<file path="src/design/hse_pkg.sv">
`timescale 1ns / 1ps
// Shared types, widths and constants of the heat stencil Euler step block.
package hse_pkg;

    // Default line buffer depth and row limit.
    localparam int MAX_COLS_DEF = 1024;
    localparam int MAX_ROWS_DEF = 4096;

    // Field widths.
    localparam int TEMP_W       = 24;
    localparam int ROW_IDX_W    = 12;
    localparam int COL_IDX_W    = 10;
    localparam int GRID_ROWS_W  = 13;
    localparam int GRID_COLS_W  = 11;
    localparam int COEF_W       = 16;
    localparam int CFG_DATA_W   = 16;

    // Register reset values and the smallest usable grid dimension.
    localparam int ROWS_RESET = 64;
    localparam int COLS_RESET = 64;
    localparam int DIM_MIN    = 3;
    localparam logic [COEF_W-1:0] COEF_RESET = 16'd8192;

    // Saturation limits of a Q12.12 temperature.
    localparam logic signed [TEMP_W-1:0] TEMP_MAX = 24'sh7fffff;
    localparam logic signed [TEMP_W-1:0] TEMP_MIN = 24'sh800000;

    typedef logic signed [TEMP_W-1:0] t_temp;
    typedef logic [ROW_IDX_W-1:0]     t_row_idx;
    typedef logic [COL_IDX_W-1:0]     t_col_idx;
    typedef logic [COEF_W-1:0]        t_coef;
    typedef logic [CFG_DATA_W-1:0]    t_cfg_data;

    // Configuration register indexes.
    typedef enum logic [1:0] {
        CFG_GRID_ROWS = 2'd0,
        CFG_GRID_COLS = 2'd1,
        CFG_COEF_ROWS = 2'd2,
        CFG_COEF_COLS = 2'd3
    } t_cfg_idx;

    // Configuration handed to the datapath.
    typedef struct packed {
        t_coef coef_rows;
        t_coef coef_cols;
        logic  restart;
    } t_cfg;

    // Stencil neighbourhood and position flags of one arriving cell.
    typedef struct packed {
        t_temp down;
        t_temp center;
        t_temp up;
        t_temp left;
        t_temp right;
        logic  emit;
        logic  last_row;
        logic  last_col;
        logic  interior;
    } t_window;

    // One result item.
    typedef struct packed {
        t_row_idx row_index;
        t_col_idx col_index;
        t_temp    temperature_out;
        logic     grid_done;
    } t_result;

endpackage

</file>
<file path="src/design/hse_stencil_alu.sv">
`timescale 1ns / 1ps
// Stencil update: registered products, shift, sum, saturation and a two-slot result buffer.
module hse_stencil_alu #(
    parameter int MAX_COLS = hse_pkg::MAX_COLS_DEF,
    parameter int MAX_ROWS = hse_pkg::MAX_ROWS_DEF
) (
    input  logic                         i_clk,
    input  logic                         i_rst_n,
    input  hse_pkg::t_cfg                i_cfg,
    input  logic                         i_s1_valid,
    output logic                         o_s1_ready,
    input  hse_pkg::t_window             i_win,
    input  logic [$clog2(MAX_ROWS)-1:0]  i_row,
    input  logic [$clog2(MAX_COLS)-1:0]  i_col,
    output logic                         o_valid,
    input  logic                         i_ready,
    output hse_pkg::t_result             o_result
);
    localparam int RowW  = $clog2(MAX_ROWS);
    localparam int ColW  = $clog2(MAX_COLS);
    localparam int DiffW = hse_pkg::TEMP_W + 2;
    localparam int ProdW = DiffW + hse_pkg::COEF_W + 1;
    localparam int SumW  = ProdW - 16 + 1;

    logic signed [DiffW-1:0] diff_r;
    logic signed [DiffW-1:0] diff_c;
    logic signed [hse_pkg::COEF_W:0] coef_r;
    logic signed [hse_pkg::COEF_W:0] coef_c;
    logic signed [ProdW-1:0] r_prod_r;
    logic signed [ProdW-1:0] r_prod_c;
    logic signed [SumW-1:0]  sum;
    hse_pkg::t_temp          upd_temp;
    hse_pkg::t_temp          r_center;
    hse_pkg::t_temp          r_down;
    logic                    r_emit;
    logic                    r_last_row;
    logic                    r_last_col;
    logic                    r_interior;
    logic [RowW-1:0]         r_row;
    logic [ColW-1:0]         r_col;
    logic                    r_s2_valid;
    logic [1:0]              nres;
    logic                    s2_move;
    logic                    fire;
    logic [1:0]              r_cnt;
    logic [1:0]              n_cnt;
    logic [1:0]              cnt_pop;
    hse_pkg::t_result        r_slot_a;
    hse_pkg::t_result        r_slot_b;
    hse_pkg::t_result        n_slot_a;
    hse_pkg::t_result        n_slot_b;
    hse_pkg::t_result        res_first;
    hse_pkg::t_result        res_second;

    // Second differences and coefficient products.
    always_comb begin
        diff_r = DiffW'(i_win.up) + DiffW'(i_win.down) - (DiffW'(i_win.center) <<< 1);
        diff_c = DiffW'(i_win.left) + DiffW'(i_win.right) - (DiffW'(i_win.center) <<< 1);
        coef_r = $signed({1'b0, i_cfg.coef_rows});
        coef_c = $signed({1'b0, i_cfg.coef_cols});
    end

    always_ff @(posedge i_clk) begin
        if (i_s1_valid && o_s1_ready) begin
            r_prod_r   <= ProdW'(coef_r) * ProdW'(diff_r);
            r_prod_c   <= ProdW'(coef_c) * ProdW'(diff_c);
            r_center   <= i_win.center;
            r_down     <= i_win.down;
            r_emit     <= i_win.emit;
            r_last_row <= i_win.last_row;
            r_last_col <= i_win.last_col;
            r_interior <= i_win.interior;
            r_row      <= i_row;
            r_col      <= i_col;
        end
    end

    // Floor shift of each product, then sum and clip to the Q12.12 range.
    always_comb begin
        sum = SumW'(r_center) + SumW'(r_prod_r >>> 16) + SumW'(r_prod_c >>> 16);
        if (sum > SumW'(hse_pkg::TEMP_MAX)) begin
            upd_temp = hse_pkg::TEMP_MAX;
        end else if (sum < SumW'(hse_pkg::TEMP_MIN)) begin
            upd_temp = hse_pkg::TEMP_MIN;
        end else begin
            upd_temp = hse_pkg::TEMP_W'(sum);
        end

        res_first.row_index       = hse_pkg::ROW_IDX_W'(r_row - RowW'(1));
        res_first.col_index       = hse_pkg::COL_IDX_W'(r_col);
        res_first.temperature_out = r_interior ? upd_temp : r_center;
        res_first.grid_done       = 1'b0;
        res_second.row_index       = hse_pkg::ROW_IDX_W'(r_row);
        res_second.col_index       = hse_pkg::COL_IDX_W'(r_col);
        res_second.temperature_out = r_down;
        res_second.grid_done       = r_last_col;
    end

    // Result buffer: slot A is shown on the port, slot B queues the result behind it: the second
    // result of a last-row cell, or a result that arrives while slot A waits.
    always_comb begin
        nres     = !r_emit ? 2'd0 : (r_last_row ? 2'd2 : 2'd1);
        fire     = (r_cnt != 2'd0) && i_ready;
        cnt_pop  = r_cnt - {1'b0, fire};
        s2_move  = r_s2_valid && (nres <= (2'd2 - cnt_pop));
        n_slot_a = r_slot_a;
        n_slot_b = r_slot_b;
        if (fire && (r_cnt == 2'd2)) begin
            n_slot_a = r_slot_b;
        end
        if (s2_move && (nres != 2'd0)) begin
            if (cnt_pop == 2'd0) begin
                n_slot_a = res_first;
                n_slot_b = res_second;
            end else begin
                n_slot_b = res_first;
            end
        end
        n_cnt = cnt_pop + (s2_move ? nres : 2'd0);
    end

    always_ff @(posedge i_clk) begin
        if (!i_rst_n) begin
            r_cnt      <= 2'd0;
            r_s2_valid <= 1'b0;
        end else begin
            r_cnt      <= n_cnt;
            r_s2_valid <= (i_s1_valid && o_s1_ready) || (r_s2_valid && !s2_move);
        end
    end

    always_ff @(posedge i_clk) begin
        r_slot_a <= n_slot_a;
        r_slot_b <= n_slot_b;
    end

    assign o_s1_ready = !r_s2_valid || s2_move;
    assign o_valid    = (r_cnt != 2'd0);
    assign o_result   = r_slot_a;
endmodule

</file>
<file path="config.mk">
export PLATFORM = sky130hd
export DESIGN_NAME = hse_stencil_alu
export DESIGN_NICKNAME = d
export VERILOG_FILES = /design/src/design/hse_pkg.sv /design/src/design/hse_stencil_alu.sv
export SDC_FILE = /design/constraint.sdc
export NUM_CORES = 2
export LEC_CHECK = 0
export ABC_CLOCK_PERIOD_IN_PS = 17900
export BUFFER_PORTS_ARGS = -buffer_cell sky130_fd_sc_hd__buf_2
export CORE_MARGIN = 4
export CORE_UTILIZATION = 41
export CTS_CLUSTER_DIAMETER = 40
export DETAILED_ROUTE_END_ITERATION = 7
export GPL_TIMING_DRIVEN = 0
export PLACE_DENSITY = 0.6
export SYNTH_ARGS = -nofsm -noshare
export SYNTH_HDL_FRONTEND = slang
export SYNTH_SLANG_ARGS = --single-unit
</file>
<file path="constraint.sdc">
create_clock -name i_clk -period 17.9 [get_ports i_clk]
set_input_delay 1.79 -clock i_clk [delete_from_list [all_inputs] [get_ports i_clk]]
set_output_delay 1.79 -clock i_clk [all_outputs]
set_load 0.05 [all_outputs]
</file>
Yosys cells after proc, flatten, opt, wreduce, memory -nomap -nowiden

Cells that the tools add are included.

Bits in registers: 257
Bits of input ports: 183

Add/subtract/negate cells: 10
$mul: 2
Magnitude comparators: 3
Equal/unequal tests: 1
Multiplexer cells: 10
Reduce and logical (&&, ||, !) cells: 13

Operators by type and width:

| operator                                                                       | number |
|---|---|
| 47-bit two-way mux                                                             | 4 |
| 17-bit by 26-bit multiplier with 43-bit output                                 | 2 |
| 24-bit two-way mux                                                             | 3 |
| 25-bit by 25-bit subtractor with 26-bit output                                 | 2 |
| 24-bit by 24-bit adder with 25-bit output                                      | 2 |
| 24-bit by 27-bit adder with 28-bit output                                      | 1 |
| 28-bit by 27-bit adder with 28-bit output                                      | 1 |
| 28-bit by 24-bit > comparator with 1-bit output, second input constant         | 1 |
| 28-bit by 24-bit less-than comparator with 1-bit output, second input constant | 1 |
| 12-bit by 1-bit subtractor with 12-bit output, second input constant           | 1 |
| 1-bit logical AND                                                              | 6 |
| 2-bit two-way mux                                                              | 3 |
| 2-bit nonzero test                                                             | 2 |
| 2-bit adder                                                                    | 1 |
| 2-bit == test, second input constant                                           | 1 |
| 2-bit less-or-equal comparator                                                 | 1 |
| 1-bit logical NOT                                                              | 2 |
| 2-bit logical NOT                                                              | 1 |
| 1-bit logical OR                                                               | 2 |
| 2-bit by 1-bit subtractor with 2-bit output                                    | 1 |
| 2-bit subtractor, first input constant                                         | 1 |

Longest topological paths before layout

Word-level depth: 9
Mapped depth: 37
Mapped depth without buffers: 34

Worst setup path after synthesis

No wires, ideal clock.

Path type: input port to flip-flop
From: input port i_win[60] (netlist name)
To: register r_prod_r[41], data pin
Setup time: 0.258 ns
Arrival time: 10.018 ns
Required time: 17.642 ns
Path slack: 7.624 ns
Cell stages on the path: 33
Buffers on the path: 1
Cell sequence: inv_1 fa_1 inv_1 ha_1 a21o_1 a21o_1 a21o_1 a221oi_2 a311oi_1 a311o_1 a311oi_2 xnor2_1 buf_2 nand2_1 fa_1 fa_1 fa_1 inv_1 fa_1 fa_1 inv_1 fa_1 inv_1 ha_1 a21o_1 a21o_1 a21o_1 a221o_1 a221o_1 a21oi_1 o21ai_1 a21oi_1 xnor2_1

Cells in the longest elaborated chain, start to end: 3

Ends and longest elaborated chain:

| element                                        | RTL line              | RTL |
|---|---|---|
| from (decl)                                    | hse_stencil_alu.sv:12 | `input hse_pkg::t_window i_win,` |
| 24-bit by 24-bit adder with 25-bit output      | hse_stencil_alu.sv:57 | `diff_r = DiffW'(i_win.up) + DiffW'(i_win.down) - (DiffW'(i_win.center) <<< 1);` |
| 25-bit by 25-bit subtractor with 26-bit output | hse_stencil_alu.sv:57 |  |
| 17-bit by 26-bit multiplier with 43-bit output | hse_stencil_alu.sv:65 | `r_prod_r <= ProdW'(coef_r) * ProdW'(diff_r);` |
| to (signal assigned)                           | hse_stencil_alu.sv:65 |  |
| to (decl)                                      | hse_stencil_alu.sv:29 | `logic signed [ProdW-1:0] r_prod_r;` |

Every way passes these cells.
A chain may end at the register's enable or synchronous reset.

Worst setup path in the final report

From: input port i_win[84] (netlist name)
To: register r_prod_c[42], data pin

Cells in the longest elaborated chain, start to end: 2

Ends and longest elaborated chain:

| element                                        | RTL line              | RTL |
|---|---|---|
| 25-bit by 25-bit subtractor with 26-bit output | hse_stencil_alu.sv:58 | `diff_c = DiffW'(i_win.left) + DiffW'(i_win.right) - (DiffW'(i_win.center) <<< 1);` |
| 17-bit by 26-bit multiplier with 43-bit output | hse_stencil_alu.sv:66 | `r_prod_c <= ProdW'(coef_c) * ProdW'(diff_c);` |
| to (signal assigned)                           | hse_stencil_alu.sv:66 |  |
| to (decl)                                      | hse_stencil_alu.sv:30 | `logic signed [ProdW-1:0] r_prod_c;` |

Every way passes these cells.

==> run_results.csv <==
group,metric,value,unit
run_status,status,"complete, no violations",
synth,synth_area_leaders,"fa_1 40%, edfxtp_1 12%, inv_1 9.7%",
sta,final.min_clock_period,12110,ps
sta,slew_headroom,0.195,
worst_hold_path,hold_class,"reg2reg",
cts,cts.path.max_buffers,3,
synth,yosysWarningCount,0,
placement,dp_slack,5340,ps
synth,synth-simple-area-share,0.147,
synth,syn-cell-area,44500,µm²
sta,finClkSkew,29.2,ps
cts,cts_tree,"yes",
synth,synth_ff_type,"edfxtp_1",
synth,synth_top_area_share,0.397,
die,core,107000,µm²
synth,seq_area_frac_synth,0.141,
placement,gp_congestion,0.920,
final_layout,area_growth,8.60,%
detailed_routing,via_count,33700,
sta,finalMaxSlewViolations,0,
setup_path,critical_path_class,"in2reg",
detailed_routing,via_per_inst,5.21,
synth,syn_nets,6132,
detailed_routing,dr.first_iter.drc_count,2610,
sta,fin_ws,5790,ps
final_layout,post-route-util,0.450,
synth,synthMuxAreaShare,0.0191,
detailed_routing,post_drt_wl_per_cell,21.0,µm
synth,synth_top_family_by_area,"adder cells",
global_routing,gr-usage-all-layers,0.241,
die,dieArea,114000,µm²
synth,synthAdderAreaFrac,0.478,
global_routing,antenna_found_initial,22,
synth,synth_xor_area_frac,0.0280,
synth,ys_seq_elements,225,
die,io_pins,232,
sta,rsz0062_at_grt,"no",
cts,cts.htree.levels,1,
sta,finalSetupViolCount,0,
synth,synth-compound-area-share,0.0723,
final_layout,final_nets,6377,
cts,cts_root_buf,"clkbuf_16",
die,die_x,337,µm
detailed_routing,drcViolationCount,0,
synth,synth_edf_count,175,
setup_path,start_kind,"primary input",
cts,hold_buffers,0,
global_routing,grt_pass1_wl,207000,µm
cts,cts_repair_resize_count,0,
sta,max_freq,0.0826,GHz
synth,async_reset_ff_frac,0,
flow_run,maxCapViolations,0,
cts,clock_sinks,225,
die,rows,120,
sta,hold_viol,0,
global_routing,overflow,0,
placement,placement.io_buffers,214,
detailed_routing,wl,135000,µm
sta,worstMarginPinSlew,1210,ps
setup_path,critPathSlowestCell,"xnor2_1",
setup_path,arrival,12370,ps
sta,tns,0,ps
setup_path,worstPathMaxFanout,10,
setup_path,critPathMaxStageDelay,770,ps
sta,fin_crit_sh,0.676,
cts,cts_inserted_buffers,25,
cts,path_clk_slew,60,ps
global_routing,grt_max_degree,53,
detailed_routing,drtPass1Iterations,5,
cts,postCtsSetupBuffers,0,
global_routing,first_global_vias,34400,
placement,hpwl,115000,µm
detailed_routing,ant_nets,0,
synth,syn-instance-count,4779,
synth,synth.distinct_cells,76,
die,die_h,337,µm
synth,yosys.area.top_type,"fa_1",
setup_path,crit_path_frequent_cell,"fa_1",
synth,syn_avg_cell_area,9.31,µm²
final_layout,drive_above_1_share,0.0619,
die,initial_core_util,0.414,
setup_path,endpoint_kind,"flip-flop",
setup_path,critPathRequiredTime,18170,ps
cts,clock_latency,570,ps
[worst paths after layout]
| check | slack, ps | cells past startpoint | start | to |
|---|---|---|---|---|
| min reg2reg | 450 | 0 | r_col[3]$_DFFE_PP_ | r_slot_b[28]$_DFFE_PP_ |
| min | 450 | 0 | r_col[3]$_DFFE_PP_ | r_slot_b[28]$_DFFE_PP_ |
| max | 5790 | 31 | i_win[84] | r_prod_c[42]$_DFFE_PP_ |
| max reg2reg | 12410 | 13 | r_prod_r[17]$_DFFE_PP_ | r_slot_b[3]$_DFFE_PP_ |
[layer usage]
| metal | global-route usage | wire length (µm) | up-vias |
|---|---|---|---|
| li1 | - | - | 15100 |
| met1 | 0.343 | 58400 | 17000 |
| met2 | 0.373 | 59200 | 1330 |
| met3 | 0.0561 | 13700 | 212 |
| met4 | 0.0610 | 4080 | 14 |
| met5 | 0 | 86 | - |
[kinds of logic after synthesis]
logic type                 after synthesis
DFF                                    225
AOI/OAI and AO/OA                      475
muxes                                   82
adders and majority gates             1170
and+or+nand+nor                       1327
xor gates and xnor gates               142
buffers and inverters                 1358
[cells in the mapped netlist, drive strengths merged (23+ instances only)]
master,n
a21oi,153
xnor2,92
xor2,50
nand2b,75
edfxtp,175
fa,882
and2,305
a21o,50
mux2i,60
nand3,60
o21a,38
clkbuf,189
nor2b,27
dfxtp,50
nand2,547
a221oi,28
inv,1148
o31ai,23
o21ai,62
nor3,67
nor2,128
ha,288
nand4,29
[worst max-delay path, delay by kind of cell]
family,cells,cell delay (ps)
AND/OR/NAND/NOR,6,1210
buffers and inverters,6,1080
XOR/XNOR,2,940
AO/OA/AOI/OAI,8,2820
adder cells (fa/ha/maj),9,4490
[cells in the final DEF, fill, tap and decap left out, types with 60 or more instances in the layout]
cell      count
a21oi_1     147
and2_1      305
buf_2       223
clkbuf_1    190
edfxtp_1    175
fa_1        882
ha_1        288
inv_1      1148
mux2i_1      60
nand2_1     547
nand2b_1     75
nand3_1      60
nor2_1      127
nor3_1       66
xnor2_1      92
[sequential cells by signal, summed over array words and instances (netlist names), 10 cells and up]
name and cells:
r_down 24, r_prod_r 27, r_prod_c 27, r_col 10, r_center 24, r_slot_b 47
o_result 47, r_row 12
[per-stage QoR]
step                cells  hold WS [ps]  area, µm²
floorplan            4779           427      44500
global placement     6396           430      47300
detailed placement   6400           435      47400
CTS                  6446           451      48300
global route         6447           458      48300
finish               6461           451      48300
[layout make-up]
cell class                 instances  area [µm²]
inverter                        1148        4310
antenna                           15        37.5
tap                             1403        1760
buffer                           210         822
multi-input combinational       3196       33100
sequential                       225        6260
clock buffer                      30         674
clock inverter                    16         190
fill                           10400       59000
timing repair buffer             218        1150
Power is left out: the tool's default activity adds up to more than one toggle a clock period on the data nets, which glitch-free logic cannot reach.
