<file path="config.mk">
export PLATFORM = sky130hd
export DESIGN_NAME = hse_cfg_regs
export DESIGN_NICKNAME = d
export VERILOG_FILES = /design/src/design/hse_pkg.sv /design/src/design/hse_cfg_regs.sv
export SDC_FILE = /design/constraint.sdc
export NUM_CORES = 1
export LEC_CHECK = 0
export BUFFER_PORTS_ARGS = -buffer_cell sky130_fd_sc_hd__clkbuf_2
export CAP_MARGIN = 20
export CORE_ASPECT_RATIO = 1.2
export CORE_UTILIZATION = 51
export CTS_CLUSTER_DIAMETER = 200
export DETAILED_ROUTE_END_ITERATION = 10
export PLACE_DENSITY = 0.91
export SETUP_SLACK_MARGIN = 0.3
export SYNTH_ARGS = -nofsm -noshare
export SYNTH_HDL_FRONTEND = slang
export SYNTH_SLANG_ARGS = --single-unit
</file>
<file path="constraint.sdc">
create_clock -name i_clk -period 2.5 [get_ports i_clk]
set_clock_uncertainty 0.2 [all_clocks]
set_input_delay 0.125 -clock i_clk [delete_from_list [all_inputs] [get_ports i_clk]]
set_output_delay 0.125 -clock i_clk [all_outputs]
set_load 0.01 [all_outputs]
</file>
<file path="src/design/hse_pkg.sv">
`timescale 1ns / 1ps
// Shared types, widths and constants of the heat stencil Euler step block.
package hse_pkg;

    // Default line buffer depth and row limit.
    localparam int MAX_COLS_DEF = 1024;
    localparam int MAX_ROWS_DEF = 4096;

    // Field widths.
    localparam int TEMP_W       = 24;
    localparam int ROW_IDX_W    = 12;
    localparam int COL_IDX_W    = 10;
    localparam int GRID_ROWS_W  = 13;
    localparam int GRID_COLS_W  = 11;
    localparam int COEF_W       = 16;
    localparam int CFG_DATA_W   = 16;

    // Register reset values and the smallest usable grid dimension.
    localparam int ROWS_RESET = 64;
    localparam int COLS_RESET = 64;
    localparam int DIM_MIN    = 3;
    localparam logic [COEF_W-1:0] COEF_RESET = 16'd8192;

    // Saturation limits of a Q12.12 temperature.
    localparam logic signed [TEMP_W-1:0] TEMP_MAX = 24'sh7fffff;
    localparam logic signed [TEMP_W-1:0] TEMP_MIN = 24'sh800000;

    typedef logic signed [TEMP_W-1:0] t_temp;
    typedef logic [ROW_IDX_W-1:0]     t_row_idx;
    typedef logic [COL_IDX_W-1:0]     t_col_idx;
    typedef logic [COEF_W-1:0]        t_coef;
    typedef logic [CFG_DATA_W-1:0]    t_cfg_data;

    // Configuration register indexes.
    typedef enum logic [1:0] {
        CFG_GRID_ROWS = 2'd0,
        CFG_GRID_COLS = 2'd1,
        CFG_COEF_ROWS = 2'd2,
        CFG_COEF_COLS = 2'd3
    } t_cfg_idx;

    // Configuration handed to the datapath.
    typedef struct packed {
        t_coef coef_rows;
        t_coef coef_cols;
        logic  restart;
    } t_cfg;

    // Stencil neighbourhood and position flags of one arriving cell.
    typedef struct packed {
        t_temp down;
        t_temp center;
        t_temp up;
        t_temp left;
        t_temp right;
        logic  emit;
        logic  last_row;
        logic  last_col;
        logic  interior;
    } t_window;

    // One result item.
    typedef struct packed {
        t_row_idx row_index;
        t_col_idx col_index;
        t_temp    temperature_out;
        logic     grid_done;
    } t_result;

endpackage

</file>
<file path="src/design/hse_cfg_regs.sv">
`timescale 1ns / 1ps
// Configuration registers with grid dimension clamping and restart on a dimension write.
module hse_cfg_regs #(
    parameter int MAX_COLS = hse_pkg::MAX_COLS_DEF,
    parameter int MAX_ROWS = hse_pkg::MAX_ROWS_DEF
) (
    input  logic                           i_clk,
    input  logic                           i_rst_n,
    input  logic                           i_valid,
    output logic                           o_ready,
    input  hse_pkg::t_cfg_idx              i_index,
    input  hse_pkg::t_cfg_data             i_data,
    output hse_pkg::t_cfg                  o_cfg,
    output logic [$clog2(MAX_ROWS)-1:0]    o_last_row,
    output logic [$clog2(MAX_COLS)-1:0]    o_last_col
);
    localparam int RowW    = $clog2(MAX_ROWS);
    localparam int ColW    = $clog2(MAX_COLS);
    localparam int RowsRst = (hse_pkg::ROWS_RESET > MAX_ROWS) ? MAX_ROWS : hse_pkg::ROWS_RESET;
    localparam int ColsRst = (hse_pkg::COLS_RESET > MAX_COLS) ? MAX_COLS : hse_pkg::COLS_RESET;

    logic [RowW-1:0]     r_last_row;
    logic [ColW-1:0]     r_last_col;
    hse_pkg::t_coef      r_coef_rows;
    hse_pkg::t_coef      r_coef_cols;
    logic [31:0]         rows_val;
    logic [31:0]         cols_val;
    logic [31:0]         rows_eff;
    logic [31:0]         cols_eff;

    always_comb begin
        rows_val = 32'(i_data[hse_pkg::GRID_ROWS_W-1:0]);
        cols_val = 32'(i_data[hse_pkg::GRID_COLS_W-1:0]);
        if (rows_val < 32'(hse_pkg::DIM_MIN)) begin
            rows_eff = 32'(hse_pkg::DIM_MIN);
        end else if (rows_val > 32'(MAX_ROWS)) begin
            rows_eff = 32'(MAX_ROWS);
        end else begin
            rows_eff = rows_val;
        end
        if (cols_val < 32'(hse_pkg::DIM_MIN)) begin
            cols_eff = 32'(hse_pkg::DIM_MIN);
        end else if (cols_val > 32'(MAX_COLS)) begin
            cols_eff = 32'(MAX_COLS);
        end else begin
            cols_eff = cols_val;
        end
    end

    always_ff @(posedge i_clk) begin
        if (!i_rst_n) begin
            r_last_row  <= RowW'(RowsRst - 1);
            r_last_col  <= ColW'(ColsRst - 1);
            r_coef_rows <= hse_pkg::COEF_RESET;
            r_coef_cols <= hse_pkg::COEF_RESET;
        end else if (i_valid) begin
            case (i_index)
                hse_pkg::CFG_GRID_ROWS: r_last_row  <= RowW'(rows_eff - 32'd1);
                hse_pkg::CFG_GRID_COLS: r_last_col  <= ColW'(cols_eff - 32'd1);
                hse_pkg::CFG_COEF_ROWS: r_coef_rows <= i_data[hse_pkg::COEF_W-1:0];
                hse_pkg::CFG_COEF_COLS: r_coef_cols <= i_data[hse_pkg::COEF_W-1:0];
                default: ;
            endcase
        end
    end

    assign o_ready           = 1'b1;
    assign o_last_row        = r_last_row;
    assign o_last_col        = r_last_col;
    assign o_cfg.coef_rows   = r_coef_rows;
    assign o_cfg.coef_cols   = r_coef_cols;
    // A dimension write restarts the grid in the same cycle.
    assign o_cfg.restart     = i_valid && ((i_index == hse_pkg::CFG_GRID_ROWS) ||
                                           (i_index == hse_pkg::CFG_GRID_COLS));
endmodule

</file>
# Word-level counts from Yosys, hierarchy flattened

Cells that the tools add are included.

Bits in registers: 54
Bits of input ports: 21
Output and inout port bits: 56
Logic and storage cells: 24

Add/subtract/negate cells: 2
Magnitude comparators: 4
Equality and inequality tests: 3
Muxes and demuxes: 4
Reduce and logical (&&, ||, !) cells: 7

Operator list:

| cell                    | count |
|---|---|
| $mux W12                | 2 |
| $mux W10                | 2 |
| $gt A13 B13 Y1 const B  | 1 |
| $lt A13 B2 Y1 const B   | 1 |
| $sub A12 B1 Y12 const B | 1 |
| $gt A11 B11 Y1 const B  | 1 |
| $lt A11 B2 Y1 const B   | 1 |
| $sub A10 B1 Y10 const B | 1 |
| $reduce_and A2 Y1       | 4 |
| $eq A2 B2 Y1 const B    | 2 |
| $eq A2 B1 Y1 const B    | 1 |
| $logic_not A2 Y1        | 1 |
| $logic_and A1 B1 Y1     | 1 |
| $logic_or A1 B1 Y1      | 1 |

# Depth between registers and ports, before layout

Gate-level depths: netlist (run 1).

Depth in word-level cells: 4
Depth in mapped cells: 10
Gate-level depth less buffers: 8

# Least setup slack after synthesis (run 1)

Ideal clock, no wire load.

Path kind: input to register
From: input port i_data[7]
To: register r_last_col[8], in the netlist o_last_col[8]
Library setup time: 0.125 ns
Arrival: 1.946 ns
Setup slack: 0.229 ns
Stages: 10
Buffers on the path: 3
Cell sequence: buf_4 > nor4_1 > buf_2 > and4_1 > nor2_1 > ha_1 > clkbuf_1 > a311o_1 > o31ai_1 > o21ai_0

Longest elaborated chain between the ends: 4

RTL lines:

| item                 | RTL line           | source |
|---|---|---|
| from (decl)          | hse_cfg_regs.sv:12 | `input hse_pkg::t_cfg_data i_data,` |
| $gt A11 B11 Y1       | hse_cfg_regs.sv:43 | `end else if (cols_val > 32'(MAX_COLS)) begin` |
| $mux W10             | hse_cfg_regs.sv:43 |  |
| $mux W10 *           | hse_cfg_regs.sv:41 | `if (cols_val < 32'(hse_pkg::DIM_MIN)) begin` |
| $sub A10 B1 Y10 *    | hse_cfg_regs.sv:59 | `hse_pkg::CFG_GRID_COLS: r_last_col <= ColW'(cols_eff - 32'd1);` |
| to (signal assigned) | hse_cfg_regs.sv:53 | `r_last_col <= ColW'(ColsRst - 1);` |
| to (signal assigned) | hse_cfg_regs.sv:59 |  |
| to (decl)            | hse_cfg_regs.sv:23 | `logic [ColW-1:0] r_last_col;` |

Every way passes the cells marked *; elsewhere a longest branch is shown, timed or not.
A chain may end at the register's enable or synchronous reset.

# Worst setup path in the final report (run 1)

From: input port i_data[6]
To: register r_last_col[8], in the netlist o_last_col[8]

The elaborated chain is that of the path after synthesis.

==> results of run 1 <==
placed cells by master (no fill, tap or decap), types with 5 or more instances in the layout:
cell / count
dfxtp_1: 54
nand3_1: 9
buf_4: 14
o311ai_0: 6
a21oi_1: 8
a31oi_1: 7
clkbuf_2: 75
o211ai_1: 6
a21boi_0: 29
dlygate4sd3_1: 7
clkbuf_8: 5
nor3_1: 5
o21ai_0: 14
nor2_1: 12
nand2_1: 86
sequential cells by signal, indices dropped and copies added, names as in the netlist:
register / count
o_last_row: 12
r_coef_cols: 16
o_last_col: 10
r_coef_rows: 16
stage by stage:
stage          util, %  hold WS [ps]  instance area (µm²)
3_3_place_gp      61.4           158                 3040
3_5_place_dp      61.4           172                 3040
2_1_floorplan        -          49.0                 2620
6_report          65.2          16.5                 3220
4_1_cts           65.2          15.1                 3220
5_1_grt           65.2          34.8                 3220
cell usage after synthesis, types with 2 or more instances:
library cell   n
or3_1          2
a21oi_1        8
and4_1         2
a31oi_1        7
xor2_1         2
and3_1         3
o211ai_1       6
nand2_1       86
o21a_1         4
nand3_1        9
buf_4          2
inv_1          2
o21ai_0       14
a21boi_0      29
nand4_1        4
or2_2          2
clkbuf_1      21
dfxtp_1       54
ha_1           2
nor2b_1        2
o2111ai_1      2
a21boi_1       2
nor4_1         3
nor2_1        12
nor3_1         5
o311ai_0       6
buf_2          7
critical path: stages:
cell,delay [ps]
clkbuf_2,110
nor4_2,530
and4_4,360
nor2_1,60
ha_1,290
a311o_1,360
o31ai_1,70
o21ai_0,110
final cells by class:
cell class              instances  area [µm²]
multi-input cells             239        1390
well taps                      60        75.1
clock inverters                 3        47.5
clock buffers                   5        68.8
repair buffers                 96         551
flip-flops and latches         54        1080
fillers                       400        1720
inverters                       3        11.3
power groups by stage:
stage	registers, mW	clock network [mW]	logic (mW)
after global placement	0.931	0	0.267
final	0.913	0.605	0.284
after CTS	0.912	0.610	0.281
after global routing	0.917	0.642	0.313
after detailed placement	0.932	0	0.271
after floorplan	0.947	0	0.151
worst paths after layout:
path | startpoint | end | slack [ps] | cells past startpoint
min | i_data[0] | r_coef_cols[0] | 20 | 3
max | i_data[6] | o_last_col[8] | 490 | 8
max reg2reg | o_last_row[8] | o_last_row[8] | 1470 | 2
min reg2reg | o_last_row[0] | o_last_row[0] | 270 | 2
timing repair:
action,in CTS,in global routing
hold buffers,7,0
setup endpoints to repair,0,0
endpoints found under the hold margin,12,0
kinds of logic (layout without fill, tap and decap cells):
kind of cell             count (synthesis)  count (layout)  share of synthesized area, %
AO/OA/AOI/OAI                           96              96                          27.0
flip-flops                              54              54                          41.4
other                                    1               1                         0.144
AND/OR/NAND/NOR                        138             138                          24.0
adder cells (fa/ha/maj)                  2               2                         0.958
XOR/XNOR                                 2               2                         0.671
buffers and inverters                   34             107                          5.80
layer usage:
metal	GRT usage, %	wire [µm]	vias to the layer above
li1	-	-	1307
met1	37.0	2920	1272
met2	47.8	3740	131
met3	7.67	555	31
met4	13.6	226	0
met5	0	0	-
==> results.md, run 1 <==
- First-pass GRT wire length: 12.2 mm
- Synth Flop Type: dfxtp_1
- Post-synthesis register bit count: 54
- Initial Util: 52.9%
- Warnings from Yosys: 0
- Number of global-route vias before repair: 2554
- Gpl congestion: 0.974
- Top cell type's share of synthesized area: 41.4%
- Setup crit start kind: input pin
- DR vias: 2741
- Max Cap Viol: 0
- Via-per-instance ratio: 5.96
- Layout cell share with drive strength beyond 1: 27.0%
- Setup WS pre-CTS: 166 ps
- Total grt overflow: 0
- Die width: 67.3 µm
- Setup tns final: 0 ps
- DRT iter0 DRCs: 160
- Critical path arrival: 2010 ps
- Clock power share: 33.6%
- Netlist Area Pre-Place: 0.00261 mm²
- RSZ-0062 raised after global routing: no
- Sw Share: 27.3%
- # DRC: 0
- CTS Buffer Depth: 2
- Finished Layout Cells: 460
- Crit end category: register
- Net Count, Synth: 350
- Total CTS buffers: 5
- Comb power frac: 15.8%
- Req. time, crit path: 2500 ps
- Crit path max fanout: 9
- Antenna Nets Post-Route: 0
- Number of flops mapped to enable cells by yosys: 0
- Fin. max-slew vios: 0
- Die area: 0.00541 mm²
- Flop pwr share: 50.6%
- Cells after Synth: 327
- Relative slew margins: 55.5%
- Setup WS post-layout: 492 ps
- Synth async-reset ratio: 0%
- Sw Pwr: 492 µW
- IO Pins: 77
- Overall Power: 1.80 mW
- Synth area leader: dfxtp_1
- Setup CP Type: in2reg
- Final-report setup violation count: 0
- Placed instance count: 445
- P_leak: 1.36 nW
- Worst skew pair latency: 310 ps
- H-tree levels: 2
- Final critical-path share of the clock period: 80.3%
- Ranking of synthesized cells by area: dfxtp_1 (41%), nand2_1 (12%), a21boi_0 (8.3%)
- Chip height: 80.4 µm
- Diodes inserted: 0
- Root Buffer: clkbuf_8
- Clk slew on worst S/H paths: 100 ps
- Post-DP HPWL: 5.25 mm
- CTS tree: yes
- I/O Buffers: 75
- DRT Wirelength: 7.44 mm
- Post_cts resized: 0
- Worst Tran Pin Value: 665 ps
- Yosys cell types: 56
- F_max: 498 MHz
- Largest net degree at the start of global routing: 32
- Mean area per synthesized cell: 7.99 µm²
- Seq/Total Area, Yosys: 41.4%
- Nets: 422
- Int Pwr: 1.31 mW
- Worst VDD drop: 0.000402 V
- Initial antenna violation count: 0
- Tmin final: 2010 ps
- Total Routing Usage GR: 29.9%
- Hold Crit Class: in2reg
- FP Rows: 28
- Placeable Area: 0.00494 mm²
- PD cells: 559 mW/mm²
- Status: complete, no violations
- Post-CTS Setup Bufs: 0
- CTS sink cnt: 54
- Endpoints failing hold: 0
- WL/cell: 16.2 µm
- 1st-pass router iterations: 5
- Area grow syn2layout: 23.4%
No activity file was read; power rests on OpenSTA's default activity.
==> inputs of run 2 (changes only) <==
ABC_AREA = 1   (was not set)
CORE_UTILIZATION = 46   (was 51)
PLACE_DENSITY = 0.88   (was 0.91)
clock period = 1.8 ns   (was 2.5 ns; I/O delays follow)
==> results.md, run 2 <==
- Placeable Area: 0.00530 mm² (+7.2%)
- Top cell type's share of synthesized area: 42.6% (+1.2 points)
- Worst hold start: i_data[9]
- Cell repeated most along the worst path: nand2_4
- Worst VDD drop: 0.000467 V (+16%)
- Initial antenna violation count: 0 (unchanged)
- Failing checks: negative hold slack
- Top cells by count, synth: nand2_1 (63), dfxtp_1 (54), nor2_1 (53)
- Root Buffer: clkbuf_8
- Largest stage delay on the critical path: 180 ps (-350 ps)
- Diodes inserted: 0 (unchanged)
- Finished Layout Cells: 545 (+18%)
- Yosys cell types: 33 (-41%)
- Post-DP HPWL: 5.24 mm (-0.26%)
- RSZ-0062 raised after global routing: yes
- DR vias: 3000 (+9.4%)
- Final-report setup violation count: 0 (unchanged)
- First-pass GRT wire length: 12.5 mm (+2.5%)
- Buf/Inv on CP: 4 (+3)
- P_leak: 1.84 nW (+36%)
- Synth area leader: dfxtp_1
- Netlist Area Pre-Place: 0.00254 mm² (-2.7%)
- Fillers: 387 (-3.3%)
- Met1 usage: 31.7% (-5.3 points)
- Tmin final: 1640 ps
- Net Count, Synth: 387 (+11%)
- Die width: 69.8 µm (+3.7%)
- Total grt overflow: 0 (unchanged)
- Crit end category: register
- PD cells: 709 mW/mm² (+27%)
- Number of flops mapped to enable cells by yosys: 0 (unchanged)
- Area post-placement: 0.00318 mm² (+4.6%)
- CTS tree: yes
- Ranking of synthesized cells by area: dfxtp_1 (43%), o21ai_0 (9.5%), nand2_1 (9.3%)
- GR Util met3: 6.19% (-1.5 points)
- R2R Path Start: o_last_row[7]
- Hold Crit Class: in2reg
- # DRC: 0 (unchanged)
- Req. time, crit path: 1820 ps (-680 ps)
- Crit path max fanout: 5 (-4)
- Setup crit start kind: input pin
- Warnings from Yosys: 0 (unchanged)
- Setup tns final: 0 ps (unchanged)
- Status: complete, but fails checks
- Endpoints failing hold: 1 (+1)
- IO Pins: 77 (unchanged)
- I/O Buffers: 75 (unchanged)
- Antenna Nets Post-Route: 0 (unchanged)
- H-tree levels: 2 (unchanged)
- Initial Util: 47.9% (-4.9 points)
- CTS Buffer Depth: 2 (unchanged)
- Post-route cell area: 0.00371 mm² (+15%)
- Most frequent cell after synthesis: nand2_1
- Met2 Track Usage GR: 45.2% (-2.6 points)
- Most Crowded Layer GR: met2
- Crit-path cells: buf_6 > nor2_4 > nand2_4 > buf_6 > nor2_4 > nand2_2 > nand2_4 > nand2_4 > nand2_4 > inv_4 > ha_4 > nand2_2 > inv_2 > nand3_2 > o21ai_2 > nor2_1 > nor2_1
- Mean area per synthesized cell: 6.98 µm² (-13%)
- Register area: 0.00108 mm² (unchanged)
- Nets: 505 (+20%)
- Total Routing Usage GR: 26.7% (-3.2 points)
- Worst setup startpoint: i_data[7]
- Setup WS pre-CTS: -70.6 ps (-237 ps)
- Worst skew pair latency: 310 ps (about the same)
- Largest net degree at the start of global routing: 41 (+28%)
- Cells after Synth: 364 (+11%)
- F_max: 609 MHz
- Setup CP Type: in2reg
- Setup WS post-layout: 157 ps (-335 ps)
- Total CTS buffers: 5 (unchanged)
- Synth Flop Type: dfxtp_1
- Layout cell share with drive strength beyond 1: 38.5% (+12 points)
- 1st-pass router iterations: 8 (+3)
- Seq/Total Area, Yosys: 42.6% (+1.2 points)
- Via-per-instance ratio: 5.50 (-7.6%)
- DRT Wirelength: 8.55 mm (+15%)
- Critical path arrival: 1660 ps (-350 ps)
- Commonest non-fill, non-tap cell in the layout: clkbuf_2
- FP Rows: 29 (+3.6%)
- Register-to-register setup slack: 830 ps (-640 ps)
- Die area: 0.00582 mm² (+7.6%)
- Chip height: 83.4 µm (+3.8%)
- Number of global-route vias before repair: 2774 (+8.6%)
- Worst hold slack: -10.4 ps (-26.8 ps)
- Placed instance count: 515 (+16%)
- Clk slew on worst S/H paths: 100 ps (about the same)
- Fin. max-slew vios: 0 (unchanged)
- Final critical-path share of the clock period: 91.3%
- Synth async-reset ratio: 0% (unchanged)
- Post-synthesis register bit count: 54 (unchanged)
- Commonest non-fill, non-tap cells in the layout: clkbuf_2 (66), dfxtp_1 (54), nand2_1 (53)
- DRT iter0 DRCs: 335 (+110%)
- Final Util: 70.0% (+4.7 points)
- Gpl congestion: 0.926 (-5.0%)
- Multi-input gate area: 0.00144 mm² (+4.0%)
- Slowest CP cell: ha_4
- Area grow syn2layout: 45.9%
- WL/cell: 15.7 µm (-3.0%)
- Overall Power: 2.63 mW (+46%)
- CTS sink cnt: 54 (unchanged)
- Max Cap Viol: 0 (unchanged)
- Largest delay share family, worst path: simple AND/OR/NAND/NOR gates
run 2: kinds of logic after synthesis:
| family | Yosys count | share of synthesized area [%] |
|---|---|---|
| simple gates | 147 | 25.3 |
| fa+ha+maj | 2 | 0.985 |
| other cells | 1 | 0.148 |
| compound gates | 104 | 21.7 |
| flops | 54 | 42.6 |
| xor+xnor | 2 | 0.690 |
| buf+inv | 54 | 8.62 |
run 2: final cells by class:
cell class / count / share of cell area (%)
Multi-Input combinational cell: 256 / 38.9
Sequential cell: 54 / 29.2
Timing Repair Buffer: 125 / 23.0
Inverter: 40 / 4.12
Clock buffer: 6 / 2.23
Tap cell: 62 / 2.09
Clock inverter: 2 / 0.439
run 2: path summary, 6_finish.rpt:
path              depth (start not counted)            end
setup / recovery                         17  o_last_row[8]
hold / removal                            7  o_last_row[9]
setup reg to reg                          3  o_last_row[7]
hold reg to reg                           2  o_last_col[2]
run 2: layer usage:
layer / share of wire (%) / routed length (µm)
met5: 0 / 0
met3: 8.1 / 689
met1: 39 / 3310
met2: 50 / 4320
met4: 2.7 / 227
run 2: repair_timing:
action	CTS	global route
setup endpoints to repair	3	19
hold buffers	7	0
gates cloned	0	1
endpoints found under the hold margin	13	0
resized for setup	12	63
buffers inserted	4	10
pin swaps	7	27
run 2: report_power, final:
group	switching [mW]	internal, mW	total [mW]
Combinational	0.351	0.245	0.596
Sequential	0.0323	1.26	1.29
Clock	0.425	0.318	0.742
run 2: worst reg2reg max path: cells and delay by family (launching register included):
kind,cells,cell delay (ps)
flip-flops,1,320
buffers and inverters,1,60
AO/OA/AOI/OAI,2,290
==> inputs of run 3 (changes only) <==
CORE_UTILIZATION = 55   (was 46)
PLACE_DENSITY = 0.95   (was 0.88)
clock period = 2 ns   (was 1.8 ns; I/O delays follow)
==> results.md, run 3 (synthesized netlist as in run 2, its figures left out) <==
- Crit end category: register
- Total Routing Usage GR: 30.4% (+3.7 points)
- Final critical-path share of the clock period: 80.6%
- Placeable Area: 0.00436 mm² (-18%)
- Setup crit start kind: input pin
- RSZ-0062 raised after global routing: yes
- First-pass GRT wire length: 11.6 mm (-7.8%)
- Clock power share: 28.5% (+0.2 points)
- Relative slew margins: 54.5%
- Post-CTS Setup Bufs: 0 (-4)
- Commonest non-fill, non-tap cells in the layout: clkbuf_2 (74), nand2_1 (60), dfxtp_1 (54)
- Multi-input gate area: 0.00131 mm² (-9.4%)
- Commonest non-fill, non-tap cell in the layout: clkbuf_2
- Register area: 0.00108 mm² (unchanged)
- DR vias: 2776 (-7.5%)
- Overall Power: 2.23 mW (-15%)
- Area post-placement: 0.00307 mm² (-3.2%)
- Initial Util: 58.3% (+10 points)
- Chip height: 76.4 µm (-8.3%)
- Max Cap Viol: 0 (unchanged)
- Tmin final: 1610 ps
- Sw Pwr: 683 µW (-15%)
- Total CTS buffers: 5 (unchanged)
- Post-route cell area: 0.00329 mm² (-11%)
- H-tree levels: 2 (unchanged)
- DRT Wirelength: 7.20 mm (-16%)
- Setup CP Type: in2reg
- Diodes inserted: 0 (unchanged)
- Largest net degree at the start of global routing: 42 (+2.4%)
- CTS sink cnt: 54 (unchanged)
- Setup WS post-layout: 387 ps (+230 ps)
- Die area: 0.00489 mm² (-16%)
- CTS Buffer Depth: 2 (unchanged)
- Antenna Nets Post-Route: 0 (unchanged)
- Req. time, crit path: 2000 ps (+180 ps)
- Hold Crit Class: in2reg
- Gpl congestion: 0.937 (+1.2%)
- Setup WS pre-CTS: 29.3 ps (+99.9 ps)
- Area grow syn2layout: 29.4%
- I/O Buffers: 75 (unchanged)
- Die width: 64.0 µm (-8.3%)
- PD cells: 680 mW/mm² (-4.1%)
- Crit path max fanout: 4 (-1)
- Placed instance count: 498 (-3.3%)
- Layout cell share with drive strength beyond 1: 29.3% (-9.3 points)
- IO Pins: 77 (unchanged)
- Post-DP HPWL: 5.05 mm (-3.6%)
- DRT iter0 DRCs: 247 (-26%)
- Root Buffer: clkbuf_8
- Clk slew on worst S/H paths: 110 ps (about the same)
- Endpoints failing hold: 0 (-1)
- FP Rows: 26 (-10%)
- Fillers: 346 (-11%)
- Worst Tran Pin Value: 674 ps
- Setup tns final: 0 ps (unchanged)
- Initial antenna violation count: 0 (unchanged)
- 1st-pass router iterations: 5 (-3)
- Via-per-instance ratio: 5.40 (-1.9%)
- Worst skew pair latency: 310 ps (about the same)
- Status: complete, no violations
- Finished Layout Cells: 514 (-5.7%)
- Fin. max-slew vios: 0 (unchanged)
- WL/cell: 14.0 µm (-11%)
- CTS tree: yes
- Number of global-route vias before repair: 2572 (-7.3%)
- Comb power frac: 19.7% (-3.0 points)
- Flop pwr share: 51.9% (+2.8 points)
- F_max: 620 MHz
- Worst VDD drop: 0.000588 V (+26%)
- Total grt overflow: 0 (unchanged)
- Sw Share: 30.6% (-0.19 points)
- Critical path arrival: 1610 ps (-50 ps)
- Final-report setup violation count: 0 (unchanged)
- Nets: 480 (-5.0%)
- Int Pwr: 1.55 mW (-15%)
- # DRC: 0 (unchanged)
- P_leak: 1.66 nW (-10%)
run 3: power groups by stage:
stage | logic [mW] | clock network, mW | registers [mW]
floorplan | 0.215 | 0 | 1.21
global placement | 0.398 | 0 | 1.18
detailed placement | 0.407 | 0 | 1.18
CTS | 0.423 | 0.640 | 1.16
global route | 0.482 | 0.682 | 1.17
finish | 0.439 | 0.636 | 1.16
run 3: final cells by class:
class,count,area share (%)
Clock inverter,3,0.685
Sequential cell,54,32.9
Inverter,40,4.57
Multi-Input combinational cell,256,39.8
Tap cell,56,2.13
Clock buffer,5,2.09
Timing Repair Buffer,100,17.8
run 3: path summary, 6_finish.rpt:
check	start	endpoint	slack (ps)	depth (start not counted)
max	i_data[7]	o_last_col[4]	390	14
min	i_data[4]	r_coef_cols[4]	40	4
max reg2reg	o_last_row[7]	o_last_row[7]	1080	3
min reg2reg	o_last_col[2]	o_last_col[2]	280	2
run 3: metal layers:
metal / GRT usage [%] / part of all wire [%]
met5: 0 / 0
met2: 51.2 / 50
met4: 13.0 / 2.2
met1: 36.6 / 41
met3: 6.59 / 7.4
run 3: critical path, stage by stage:
cell and delay [ps]:
clkbuf_2 110, nor2_4 120, nand2_2 110, nor3_4 290
inv_2 80, nand2_2 70, inv_1 40, ha_1 200
nand2_1 80, inv_1 60, o21ai_2 80, nand3_1 110
o21ai_1 100, nand2_1 70
run 3: what timing repair did:
item                                    in CTS  in global routing
endpoints found under the hold margin       16                  0
hold buffers                                 8                  0
gates resized for setup                      0                 16
endpoints found under the setup margin       0                  7
run 3: stage by stage:
step | util (%) | hold WS, ps
global route | 75.4 | 46.6
detailed placement | 70.5 | 151
CTS | 74.4 | 25.0
floorplan | - | 26.4
finish | 75.4 | 43.7
global placement | 70.5 | 145
